File: config.mk
export PLATFORM = sky130hd
export DESIGN_NAME = slot_pool_allocator
export DESIGN_NICKNAME = d
export VERILOG_FILES = /design/src/design/spa_pkg.sv /design/src/design/spa_ctrl.sv /design/src/design/spa_datapath.sv /design/src/design/slot_pool_allocator.sv
export VERILOG_INCLUDE_DIRS = /design/src /design/src/design
export SDC_FILE = /design/constraint.sdc
export NUM_CORES = 1
export LEC_CHECK = 0
export ABC_CLOCK_PERIOD_IN_PS = 6750
export BUFFER_PORTS_ARGS = -buffer_cell sky130_fd_sc_hd__buf_2
export CORE_MARGIN = 1
export CORE_UTILIZATION = 54
export DETAILED_ROUTE_END_ITERATION = 7
export GPL_TIMING_DRIVEN = 0
export PLACE_DENSITY = 0.76
export SLEW_MARGIN = 5
export SYNTH_ARGS = -nofsm -noshare
export SYNTH_HDL_FRONTEND = slang
export SYNTH_SLANG_ARGS = --single-unit
File: constraint.sdc
create_clock -name clk -period 6.75 [get_ports clk]
set_input_delay 0 -clock clk [delete_from_list [all_inputs] [get_ports clk]]
set_output_delay 0 -clock clk [all_outputs]
set_load 0.1 [all_outputs]
File: src/design/assert_macros.svh
// ----------------------------------------------------------------------------
// assert_macros.svh
// Concurrent assertion helpers on clk, disabled while arst_n is low.
// ----------------------------------------------------------------------------
`ifndef ASSERT_MACROS_SVH
`define ASSERT_MACROS_SVH

// same-cycle implication
`define ASSERT_IMP(lbl, ante, cons) \
	lbl: assert property (@(posedge clk) disable iff (!arst_n) (ante) |-> (cons)) \
		else $error("assertion failed: same-cycle implication");

// next-cycle implication
`define ASSERT_NXT(lbl, ante, cons) \
	lbl: assert property (@(posedge clk) disable iff (!arst_n) (ante) |=> (cons)) \
		else $error("assertion failed: next-cycle implication");

// delayed implication
`define ASSERT_LAT3(lbl, ante, cons) \
	lbl: assert property (@(posedge clk) disable iff (!arst_n) (ante) |-> ##3 (cons)) \
		else $error("assertion failed: three-cycle implication");

`endif

File: src/design/spa_pkg.sv
// ----------------------------------------------------------------------------
// spa_pkg
// Shared types, codes and sizes of the slot pool allocator.
// ----------------------------------------------------------------------------
package spa_pkg;

	localparam int MAX_SLOTS_DEF = 64;
	// capacity is 7 bits wide, so no slot at or above this is ever reachable
	localparam int POOL_LIMIT    = 128;
	// bitmap bits per priority-encoder group
	localparam int GROUP_W       = 16;

	localparam int CAP_W      = 7;
	localparam int IDX_IN_W   = 7;
	localparam int SLOT_W     = 6;
	localparam int CNT_W      = 32;
	localparam int CFG_DATA_W = 7;
	localparam int CFG_IDX_W  = 1;

	localparam logic [1:0] OP_ACQUIRE = 2'd0;
	localparam logic [1:0] OP_RELEASE = 2'd1;
	localparam logic [1:0] OP_CHECK   = 2'd2;

	localparam logic [1:0] STAT_OK               = 2'd0;
	localparam logic [1:0] STAT_INVALID_STATE    = 2'd1;
	localparam logic [1:0] STAT_INVALID_ARGUMENT = 2'd2;
	localparam logic [1:0] STAT_EXHAUSTED        = 2'd3;

	localparam logic [CFG_IDX_W-1:0] REG_CAPACITY = 1'd0;
	localparam logic [CFG_IDX_W-1:0] REG_SCRUB    = 1'd1;

	typedef enum logic [1:0] {
		ST_IDLE,
		ST_SCAN,
		ST_EXEC
	} state_t;

	// controller to datapath
	typedef struct packed {
		logic load;
		logic scan;
		logic exec;
	} cmd_t;

	// datapath to controller
	typedef struct packed {
		logic out_busy;
	} dp_stat_t;

endpackage

File: src/design/spa_ctrl.sv
// ----------------------------------------------------------------------------
// spa_ctrl
// Sequencer: accept one word, run the bitmap scan, then the state update.
// ----------------------------------------------------------------------------
module spa_ctrl (
	input  logic              clk,
	input  logic              arst_n,
	input  logic              in_valid,
	output logic              in_stall,
	input  spa_pkg::dp_stat_t stat,
	output spa_pkg::cmd_t     cmd
);

	spa_pkg::state_t state_q;
	spa_pkg::state_t state_nxt;

	// hold state register
	always_ff @(posedge clk or negedge arst_n) begin
		if (!arst_n) begin
			state_q <= spa_pkg::ST_IDLE;
		end else begin
			state_q <= state_nxt;
		end
	end

	// advance through scan and update; wait in update while the result slot is full
	always_comb begin
		state_nxt = state_q;
		case (state_q)
			spa_pkg::ST_IDLE: begin
				if (in_valid) state_nxt = spa_pkg::ST_SCAN;
			end
			spa_pkg::ST_SCAN: begin
				state_nxt = spa_pkg::ST_EXEC;
			end
			spa_pkg::ST_EXEC: begin
				if (!stat.out_busy) state_nxt = spa_pkg::ST_IDLE;
			end
			default: begin
				state_nxt = spa_pkg::ST_IDLE;
			end
		endcase
	end

	// drive commands and input stall
	always_comb begin
		in_stall = 1'b1;
		cmd      = '0;
		case (state_q)
			spa_pkg::ST_IDLE: begin
				in_stall = 1'b0;
				cmd.load = in_valid;
			end
			spa_pkg::ST_SCAN: begin
				cmd.scan = 1'b1;
			end
			spa_pkg::ST_EXEC: begin
				cmd.exec = !stat.out_busy;
			end
			default: begin
				in_stall = 1'b1;
			end
		endcase
	end

endmodule

File: src/design/spa_datapath.sv
// ----------------------------------------------------------------------------
// spa_datapath
// Held bitmap, grouped first-free search, statistics and result register.
// ----------------------------------------------------------------------------
module spa_datapath #(
	parameter int MAX_SLOTS = spa_pkg::MAX_SLOTS_DEF
) (
	input  logic                            clk,
	input  logic                            arst_n,
	input  spa_pkg::cmd_t                   cmd,
	output spa_pkg::dp_stat_t               stat,
	input  logic                            cfg_we,
	input  logic [spa_pkg::CFG_IDX_W-1:0]   cfg_index,
	input  logic [spa_pkg::CFG_DATA_W-1:0]  cfg_data,
	input  logic [1:0]                      opcode,
	input  logic [spa_pkg::IDX_IN_W-1:0]    slot_index,
	output logic                            out_valid,
	input  logic                            out_stall,
	output logic [1:0]                      status,
	output logic [spa_pkg::SLOT_W-1:0]      slot,
	output logic                            scrub_slot,
	output logic [spa_pkg::CAP_W-1:0]       live_count,
	output logic [spa_pkg::CAP_W-1:0]       free_count,
	output logic [spa_pkg::CAP_W-1:0]       high_watermark,
	output logic [spa_pkg::CNT_W-1:0]       acquire_count,
	output logic [spa_pkg::CNT_W-1:0]       release_count,
	output logic [spa_pkg::CNT_W-1:0]       exhausted_count,
	output logic [spa_pkg::CNT_W-1:0]       double_release_count
);

	localparam int POOL  = (MAX_SLOTS < spa_pkg::POOL_LIMIT) ? MAX_SLOTS : spa_pkg::POOL_LIMIT;
	localparam int IDX_W = $clog2(POOL);
	localparam int GW    = spa_pkg::GROUP_W;
	localparam int LW    = $clog2(GW);
	localparam int NGRP  = (POOL + GW - 1) / GW;
	localparam int GRP_W = (NGRP > 1) ? $clog2(NGRP) : 1;
	localparam int PAD   = NGRP * GW;
	localparam int CW    = spa_pkg::CAP_W;
	localparam int NW    = spa_pkg::CNT_W;

	// configuration
	logic [CW-1:0] capacity_q;
	logic          scrub_q;

	// pool state
	logic [POOL-1:0] held_q;
	logic [CW-1:0]   live_q;
	logic [CW-1:0]   peak_q;
	logic [NW-1:0]   grants_q;
	logic [NW-1:0]   returns_q;
	logic [NW-1:0]   refusals_q;
	logic [NW-1:0]   bad_q;

	// captured request
	logic [1:0]                   op_q;
	logic [spa_pkg::IDX_IN_W-1:0] idx_q;

	// scan stage
	logic [NGRP-1:0]        grp_any_s1;
	logic [LW-1:0]          grp_idx_s1 [NGRP];
	logic [NGRP-1:0]        grp_any;
	logic [LW-1:0]          grp_idx    [NGRP];
	logic [PAD-1:0]         free_vec;
	logic [CW-1:0]          cap_eff;

	// update stage
	logic [GRP_W-1:0]       sel_g;
	logic [LW-1:0]          sel_l;
	logic [GRP_W+LW-1:0]    grant_full;
	logic [CW-1:0]          grant7;
	logic                   found;
	logic                   in_range;
	logic                   held_bit;
	logic [POOL-1:0]        held_nxt;
	logic [CW-1:0]          live_nxt;
	logic [CW-1:0]          peak_nxt;
	logic [NW-1:0]          grants_nxt;
	logic [NW-1:0]          returns_nxt;
	logic [NW-1:0]          refusals_nxt;
	logic [NW-1:0]          bad_nxt;
	logic [1:0]             st_nxt;
	logic [spa_pkg::SLOT_W-1:0] slot_nxt;
	logic                   scrub_nxt;
	logic [CW-1:0]          free_nxt;
	logic                   out_valid_q;

	// saturate capacity to MAX_SLOTS
	always_comb begin
		if ({2'b00, capacity_q} > 9'(MAX_SLOTS)) begin
			cap_eff = CW'(MAX_SLOTS);
		end else begin
			cap_eff = capacity_q;
		end
	end

	// mark free slots below the effective capacity
	always_comb begin
		for (int i = 0; i < PAD; i++) begin
			if (i < POOL) begin
				free_vec[i] = !held_q[i] && (8'(i) < {1'b0, cap_eff});
			end else begin
				free_vec[i] = 1'b0;
			end
		end
	end

	// find lowest free bit within each group
	always_comb begin
		for (int g = 0; g < NGRP; g++) begin
			grp_any[g] = 1'b0;
			grp_idx[g] = '0;
			for (int b = GW - 1; b >= 0; b--) begin
				if (free_vec[g*GW + b]) begin
					grp_any[g] = 1'b1;
					grp_idx[g] = LW'(b);
				end
			end
		end
	end

	// register group results
	always_ff @(posedge clk) begin
		if (cmd.scan) begin
			grp_any_s1 <= grp_any;
			for (int g = 0; g < NGRP; g++) begin
				grp_idx_s1[g] <= grp_idx[g];
			end
		end
	end

	// pick lowest group holding a free slot
	always_comb begin
		sel_g = '0;
		sel_l = '0;
		for (int g = NGRP - 1; g >= 0; g--) begin
			if (grp_any_s1[g]) begin
				sel_g = GRP_W'(g);
				sel_l = grp_idx_s1[g];
			end
		end
	end

	assign found      = |grp_any_s1;
	assign grant_full = {sel_g, sel_l};
	assign grant7     = CW'(grant_full);
	assign in_range   = idx_q < cap_eff;
	assign held_bit   = held_q[idx_q[IDX_W-1:0]];

	// work out the operation outcome
	always_comb begin
		held_nxt     = held_q;
		live_nxt     = live_q;
		peak_nxt     = peak_q;
		grants_nxt   = grants_q;
		returns_nxt  = returns_q;
		refusals_nxt = refusals_q;
		bad_nxt      = bad_q;
		st_nxt       = spa_pkg::STAT_OK;
		slot_nxt     = idx_q[spa_pkg::SLOT_W-1:0];
		scrub_nxt    = 1'b0;
		if (cap_eff == '0) begin
			st_nxt = spa_pkg::STAT_INVALID_STATE;
			if (op_q == spa_pkg::OP_ACQUIRE) slot_nxt = '0;
		end else begin
			case (op_q)
				spa_pkg::OP_ACQUIRE: begin
					slot_nxt = '0;
					if (found) begin
						held_nxt[grant_full[IDX_W-1:0]] = 1'b1;
						live_nxt   = CW'(live_q + 1'b1);
						grants_nxt = NW'(grants_q + 1'b1);
						slot_nxt   = grant7[spa_pkg::SLOT_W-1:0];
					end else begin
						refusals_nxt = NW'(refusals_q + 1'b1);
						st_nxt       = spa_pkg::STAT_EXHAUSTED;
					end
				end
				spa_pkg::OP_RELEASE: begin
					if (!in_range) begin
						st_nxt = spa_pkg::STAT_INVALID_ARGUMENT;
					end else if (!held_bit) begin
						bad_nxt = NW'(bad_q + 1'b1);
						st_nxt  = spa_pkg::STAT_INVALID_STATE;
					end else begin
						held_nxt[idx_q[IDX_W-1:0]] = 1'b0;
						if (live_q != '0) live_nxt = CW'(live_q - 1'b1);
						returns_nxt = NW'(returns_q + 1'b1);
						scrub_nxt   = scrub_q;
					end
				end
				spa_pkg::OP_CHECK: begin
					if (!in_range || !held_bit) st_nxt = spa_pkg::STAT_INVALID_ARGUMENT;
				end
				default: begin
					st_nxt = spa_pkg::STAT_INVALID_ARGUMENT;
				end
			endcase
		end
		if (live_nxt > peak_q) peak_nxt = live_nxt;
		free_nxt = (cap_eff > live_nxt) ? CW'(cap_eff - live_nxt) : '0;
	end

	// hold configuration
	always_ff @(posedge clk or negedge arst_n) begin
		if (!arst_n) begin
			capacity_q <= '0;
			scrub_q    <= 1'b0;
		end else if (cfg_we) begin
			case (cfg_index)
				spa_pkg::REG_CAPACITY: capacity_q <= cfg_data;
				spa_pkg::REG_SCRUB:    scrub_q    <= cfg_data[0];
				default:               scrub_q    <= scrub_q;
			endcase
		end
	end

	// commit pool state
	always_ff @(posedge clk or negedge arst_n) begin
		if (!arst_n) begin
			held_q     <= '0;
			live_q     <= '0;
			peak_q     <= '0;
			grants_q   <= '0;
			returns_q  <= '0;
			refusals_q <= '0;
			bad_q      <= '0;
		end else if (cmd.exec) begin
			held_q     <= held_nxt;
			live_q     <= live_nxt;
			peak_q     <= peak_nxt;
			grants_q   <= grants_nxt;
			returns_q  <= returns_nxt;
			refusals_q <= refusals_nxt;
			bad_q      <= bad_nxt;
		end
	end

	// capture request word
	always_ff @(posedge clk) begin
		if (cmd.load) begin
			op_q  <= opcode;
			idx_q <= slot_index;
		end
	end

	// result word valid
	always_ff @(posedge clk or negedge arst_n) begin
		if (!arst_n) begin
			out_valid_q <= 1'b0;
		end else if (cmd.exec) begin
			out_valid_q <= 1'b1;
		end else if (!out_stall) begin
			out_valid_q <= 1'b0;
		end
	end

	// result word payload
	always_ff @(posedge clk) begin
		if (cmd.exec) begin
			status               <= st_nxt;
			slot                 <= slot_nxt;
			scrub_slot           <= scrub_nxt;
			live_count           <= live_nxt;
			free_count           <= free_nxt;
			high_watermark       <= peak_nxt;
			acquire_count        <= grants_nxt;
			release_count        <= returns_nxt;
			exhausted_count      <= refusals_nxt;
			double_release_count <= bad_nxt;
		end
	end

	assign out_valid     = out_valid_q;
	assign stat.out_busy = out_valid_q && out_stall;

endmodule

File: src/design/slot_pool_allocator.sv
// Each accepted word passes capture, grouped bitmap scan, then state update, which
// registers its result word; the input stalls until the update step completes.
// A result word waiting on out_stall holds the update step until it is taken.
// Reset (arst_n low) clears the held bitmap, live count, watermark, counters and
// both configuration registers at once; no clearing pass follows.
// ----------------------------------------------------------------------------
// slot_pool_allocator
// First-free slot pool with statistics, controller plus datapath.
// ----------------------------------------------------------------------------
`include "assert_macros.svh"

module slot_pool_allocator #(
	parameter int MAX_SLOTS = spa_pkg::MAX_SLOTS_DEF
) (
	input  logic                            clk,
	input  logic                            arst_n,
	input  logic                            cfg_we,
	input  logic [spa_pkg::CFG_IDX_W-1:0]   cfg_index,
	input  logic [spa_pkg::CFG_DATA_W-1:0]  cfg_data,
	input  logic                            in_valid,
	output logic                            in_stall,
	input  logic [1:0]                      opcode,
	input  logic [spa_pkg::IDX_IN_W-1:0]    slot_index,
	output logic                            out_valid,
	input  logic                            out_stall,
	output logic [1:0]                      status,
	output logic [spa_pkg::SLOT_W-1:0]      slot,
	output logic                            scrub_slot,
	output logic [spa_pkg::CAP_W-1:0]       live_count,
	output logic [spa_pkg::CAP_W-1:0]       free_count,
	output logic [spa_pkg::CAP_W-1:0]       high_watermark,
	output logic [spa_pkg::CNT_W-1:0]       acquire_count,
	output logic [spa_pkg::CNT_W-1:0]       release_count,
	output logic [spa_pkg::CNT_W-1:0]       exhausted_count,
	output logic [spa_pkg::CNT_W-1:0]       double_release_count
);

	spa_pkg::cmd_t     cmd;
	spa_pkg::dp_stat_t stat;

	spa_ctrl u_ctrl (
		.clk      (clk),
		.arst_n   (arst_n),
		.in_valid (in_valid),
		.in_stall (in_stall),
		.stat     (stat),
		.cmd      (cmd)
	);

	spa_datapath #(
		.MAX_SLOTS (MAX_SLOTS)
	) u_dp (
		.clk                  (clk),
		.arst_n               (arst_n),
		.cmd                  (cmd),
		.stat                 (stat),
		.cfg_we               (cfg_we),
		.cfg_index            (cfg_index),
		.cfg_data             (cfg_data),
		.opcode               (opcode),
		.slot_index           (slot_index),
		.out_valid            (out_valid),
		.out_stall            (out_stall),
		.status               (status),
		.slot                 (slot),
		.scrub_slot           (scrub_slot),
		.live_count           (live_count),
		.free_count           (free_count),
		.high_watermark       (high_watermark),
		.acquire_count        (acquire_count),
		.release_count        (release_count),
		.exhausted_count      (exhausted_count),
		.double_release_count (double_release_count)
	);

	// one word in flight: an accept closes the input for the next cycle
	`ASSERT_NXT(a_one_in_flight, in_valid && !in_stall, in_stall)
	// with the output empty, a result follows an accept after the scan and update
	`ASSERT_LAT3(a_result_latency, in_valid && !in_stall && !out_valid, out_valid)
	// scrubbing is only requested by a successful release
	`ASSERT_IMP(a_scrub_ok, out_valid && scrub_slot, status == spa_pkg::STAT_OK)
	// exhaustion leaves no free slot to report
	`ASSERT_IMP(a_exhaust_free, out_valid && status == spa_pkg::STAT_EXHAUSTED, free_count == '0)

endmodule
==> flow_summary.json <==
{
  "cts.htree.levels": 2,
  "slew_headroom_pct": 20.9,
  "maxSlewViolCount": 0,
  "ys_types": 81,
  "die_y_um": 197,
  "async_flop_share_pct": 53.7,
  "synth_flop_cell": "dfrtp_1",
  "crit_type": "register to register",
  "cts.root.buffer_cell": "clkbuf_16",
  "finalSetupTns_ps": 0,
  "io_buffers": 181,
  "regArea_mm2": 0.0110,
  "fmax_mhz": 160,
  "max-vdd-ir-drop_mv": 0.179,
  "clock_path_buffers": 3,
  "antenna_found_initial": 0,
  "cts_buffers": 44,
  "cpLargestDelayFamily": "compound AO/OA/AOI/OAI gates",
  "final_nets": 2306,
  "drv_cap": 0,
  "worstMarginPinSlew_ps": 1170,
  "synth_top_family_by_area": "simple AND/OR/NAND/NOR gates",
  "grt_overflow_total": 0,
  "synth.avg_cell_area_um2": 10.3,
  "grt_pass1_wl_um": 86900,
  "drc": 0,
  "wl_per_cell_um": 20.1,
  "slowest_stage": "o211ai_1",
  "rows": 71,
  "finalHoldViolations": 0,
  "clock_sinks": 404,
  "placed_area_mm2": 0.0223,
  "wl_um": 56400,
  "drive_above_1_share_pct": 14.4,
  "drtAntennaViolNets": 0,
  "die_w_um": 197,
  "min_period_ps": 6240,
  "hp-class": "primary input to asynchronous set/reset pin",
  "vias": 16560,
  "path_buf_inv": 4,
  "diodes": 0,
  "area_growth_pct": 16.9,
  "syn_nets": 2046,
  "grt_use_total_pct": 29.2,
  "finalSetupViolations": 0,
  "crit_chain": "clkbuf_1, clkinv_1, nand2_1, ha_1, a21o_1, a21o_1, a21oi_1, o21ai_0, nor3_2, nand2_1, o211ai_1, inv_1, ha_1, o21ai_0, a21oi_1, a211oi_2, o21bai_1, clkbuf_1, mux2i_1, o31ai_1",
  "synthSimpleGateAreaFrac_pct": 17.2,
  "worstPathRequired_ps": 7060,
  "final_area_mm2": 0.0241,
  "synth_fa_ha_area_share_pct": 1.74,
  "reg2reg_to": "u_dp.high_watermark[4]",
  "multiInputGateArea_mm2": 0.00898,
  "grt_pass1_vias": 15685,
  "final_cell_mix": "nand2_1, dfrtp_1, buf_2",
  "core-area_mm2": 0.0376,
  "synth.mux.area_fraction_pct": 2.08,
  "cp.depth": 20,
  "cp-endpoint": "u_dp.high_watermark[4]",
  "leakagePower_uw": 0.00910,
  "initial_utilization_pct": 54.8,
  "clk_pin_slew_ps": 60,
  "mostFrequentLayoutCell": "nand2_1",
  "synth-seq-cells": 404,
  "netlist_area_mm2": 0.0206,
  "regToRegStartpoint": "u_dp.capacity_q[6]",
  "gp_congestion": 0.978,
  "outcome": "completed",
  "clock_latency_ps": 590,
  "grt_setup_unrepaired": "no",
  "dp_hpwl_um": 40300,
  "post-route-period-util_pct": 92.5,
  "cp.arrival_ps": 6550,
  "critPathMaxStageDelay_ps": 670,
  "setup.worst_path.end_class": "register",
  "finClkSkew_ps": 20.0,
  "syn_inst": 1996,
  "yosysSeqAreaShare_pct": 53.6,
  "power.density_mw_per_mm2": 320,
  "fillers": 2976,
  "pin_count": 182,
  "dieArea_mm2": 0.0389,
  "grt_max_degree": 99,
  "first_pass_iters": 8,
  "crit_start": "u_dp.capacity_q[6]",
  "synth_warnings": 0,
  "routed_via_density": 5.91,
  "startpoint_type": "register",
  "first_iter_violations": 1358,
  "synth-xor-area-share_pct": 10.8,
  "critPathMaxFanout": 10,
  "cts_tree": "yes",
  "synth_compound_area_share_pct": 11.6,
  "reg2reg_setup_slack_ps": 510,
  "r2r_cells": 20,
  "synth_edf_count": 187
}
==> tightest hold or removal path, delay by kind of cell <==
family,cells,cell delay [ps]
buffers and inverters,3,940
==> repair_timing <==
| item | 4_1_cts | 5_1_grt |
|---|---|---|
| endpoints found under the hold margin | 246 | 0 |
| endpoints found under the setup margin | 1 | 10 |
| gates cloned | 0 | 0 |
| pin swaps | 0 | 1 |
| buffers inserted | 0 | 2 |
| resized for setup | 1 | 3 |
| hold buffers | 26 | 0 |
==> cell usage after synthesis, drive strengths merged (9+ instances only) <==
master	instances	share of area, %
a211oi	13	0.47
a21o	16	0.58
a21oi	81	2.0
a221oi	10	0.43
and2	16	0.49
and3	30	0.91
buf	28	0.75
clkbuf	57	1.0
dfrtp	217	26
edfxtp	187	27
ha	27	1.6
inv	58	1.1
mux2	16	0.87
mux2i	11	0.53
nand2	227	4.1
nand2b	13	0.39
nand3	62	1.5
nand4	49	1.5
nor2	181	3.3
nor2b	16	0.49
nor3	74	1.9
nor4	18	0.61
o211ai	9	0.33
o21ai	169	4.2
o22ai	15	0.52
o31ai	10	0.43
or2	9	0.27
or3	11	0.33
xnor2	148	6.3
xor2	107	4.5
==> layer usage <==
layer  vias to the layer above  track usage [%]  share of wire [%]
met4                         0             12.6                4.1
li1                       7647                -                  -
met3                       160             5.89                8.0
met1                      8019             38.1                 41
met5                         -                0                  0
met2                       734             47.2                 47
==> registers in the layout, summed over array words and instances, names as in the netlist, 16 cells and up <==
name,count
u_dp.acquire_count,32
u_dp.bad_q,32
u_dp.double_release_count,32
u_dp.exhausted_count,32
u_dp.grants_q,32
u_dp.grp_idx_s1,16
u_dp.held_q,64
u_dp.refusals_q,32
u_dp.release_count,32
u_dp.returns_q,32
==> worst min path at each step <==
stage | start | slack, ps | cells after the start | to
CTS | arst_n | 2 | 3 | u_dp.grants_q[14]
detailed placement | arst_n | -80 | 1 | u_dp.held_q[15]
floorplan | arst_n | -300 | 0 | u_ctrl.state_q[0]
finish | arst_n | 3 | 3 | u_dp.held_q[15]
global placement | slot_index[1] | 180 | 1 | u_dp.idx_q[1]
global route | arst_n | 10 | 3 | u_dp.grants_q[14]
==> cells by family (layout without fill, tap and decap cells) <==
| logic type | after synthesis | in the layout |
|---|---|---|
| and+or+nand+nor | 741 | 741 |
| AOI/OAI and AO/OA | 390 | 390 |
| xor gates and xnor gates | 255 | 255 |
| buffers and inverters | 145 | 441 |
| DFF | 404 | 404 |
| muxes | 33 | 33 |
| adders and majority gates | 28 | 28 |
==> power by group <==
| part | switching (uW) | internal [uW] |
|---|---|---|
| sequential | 149 | 2880 |
| clock | 1000 | 1480 |
| combinational | 1730 | 482 |
==> through the flow <==
| stage | hold WS (ps) | instances | setup slack [ps] | total power, uW | util, % |
|---|---|---|---|---|---|
| 2_1_floorplan | -296 | 1996 | 107 | 4730 | - |
| 3_3_place_gp | 178 | 2688 | -1570 | 5230 | 58.9 |
| 3_5_place_dp | -78.1 | 2693 | -0.899 | 5230 | 59.3 |
| 4_1_cts | 2.14 | 2801 | 165 | 7730 | 64.0 |
| 5_1_grt | 14.3 | 2803 | 123 | 7990 | 64.1 |
| 6_report | 2.72 | 2803 | 508 | 7710 | 64.1 |
==> cell type report <==
cell class | instances | share of cell area [%]
Tap cell | 511 | 2.66
Multi-Input combinational cell | 1447 | 37.3
Sequential cell | 404 | 45.9
Timing Repair Buffer | 214 | 5.51
Clock inverter | 18 | 1.05
Buffer | 85 | 1.54
Inverter | 60 | 0.935
Clock buffer | 64 | 5.13
No activity file was read; power rests on OpenSTA's default activity.
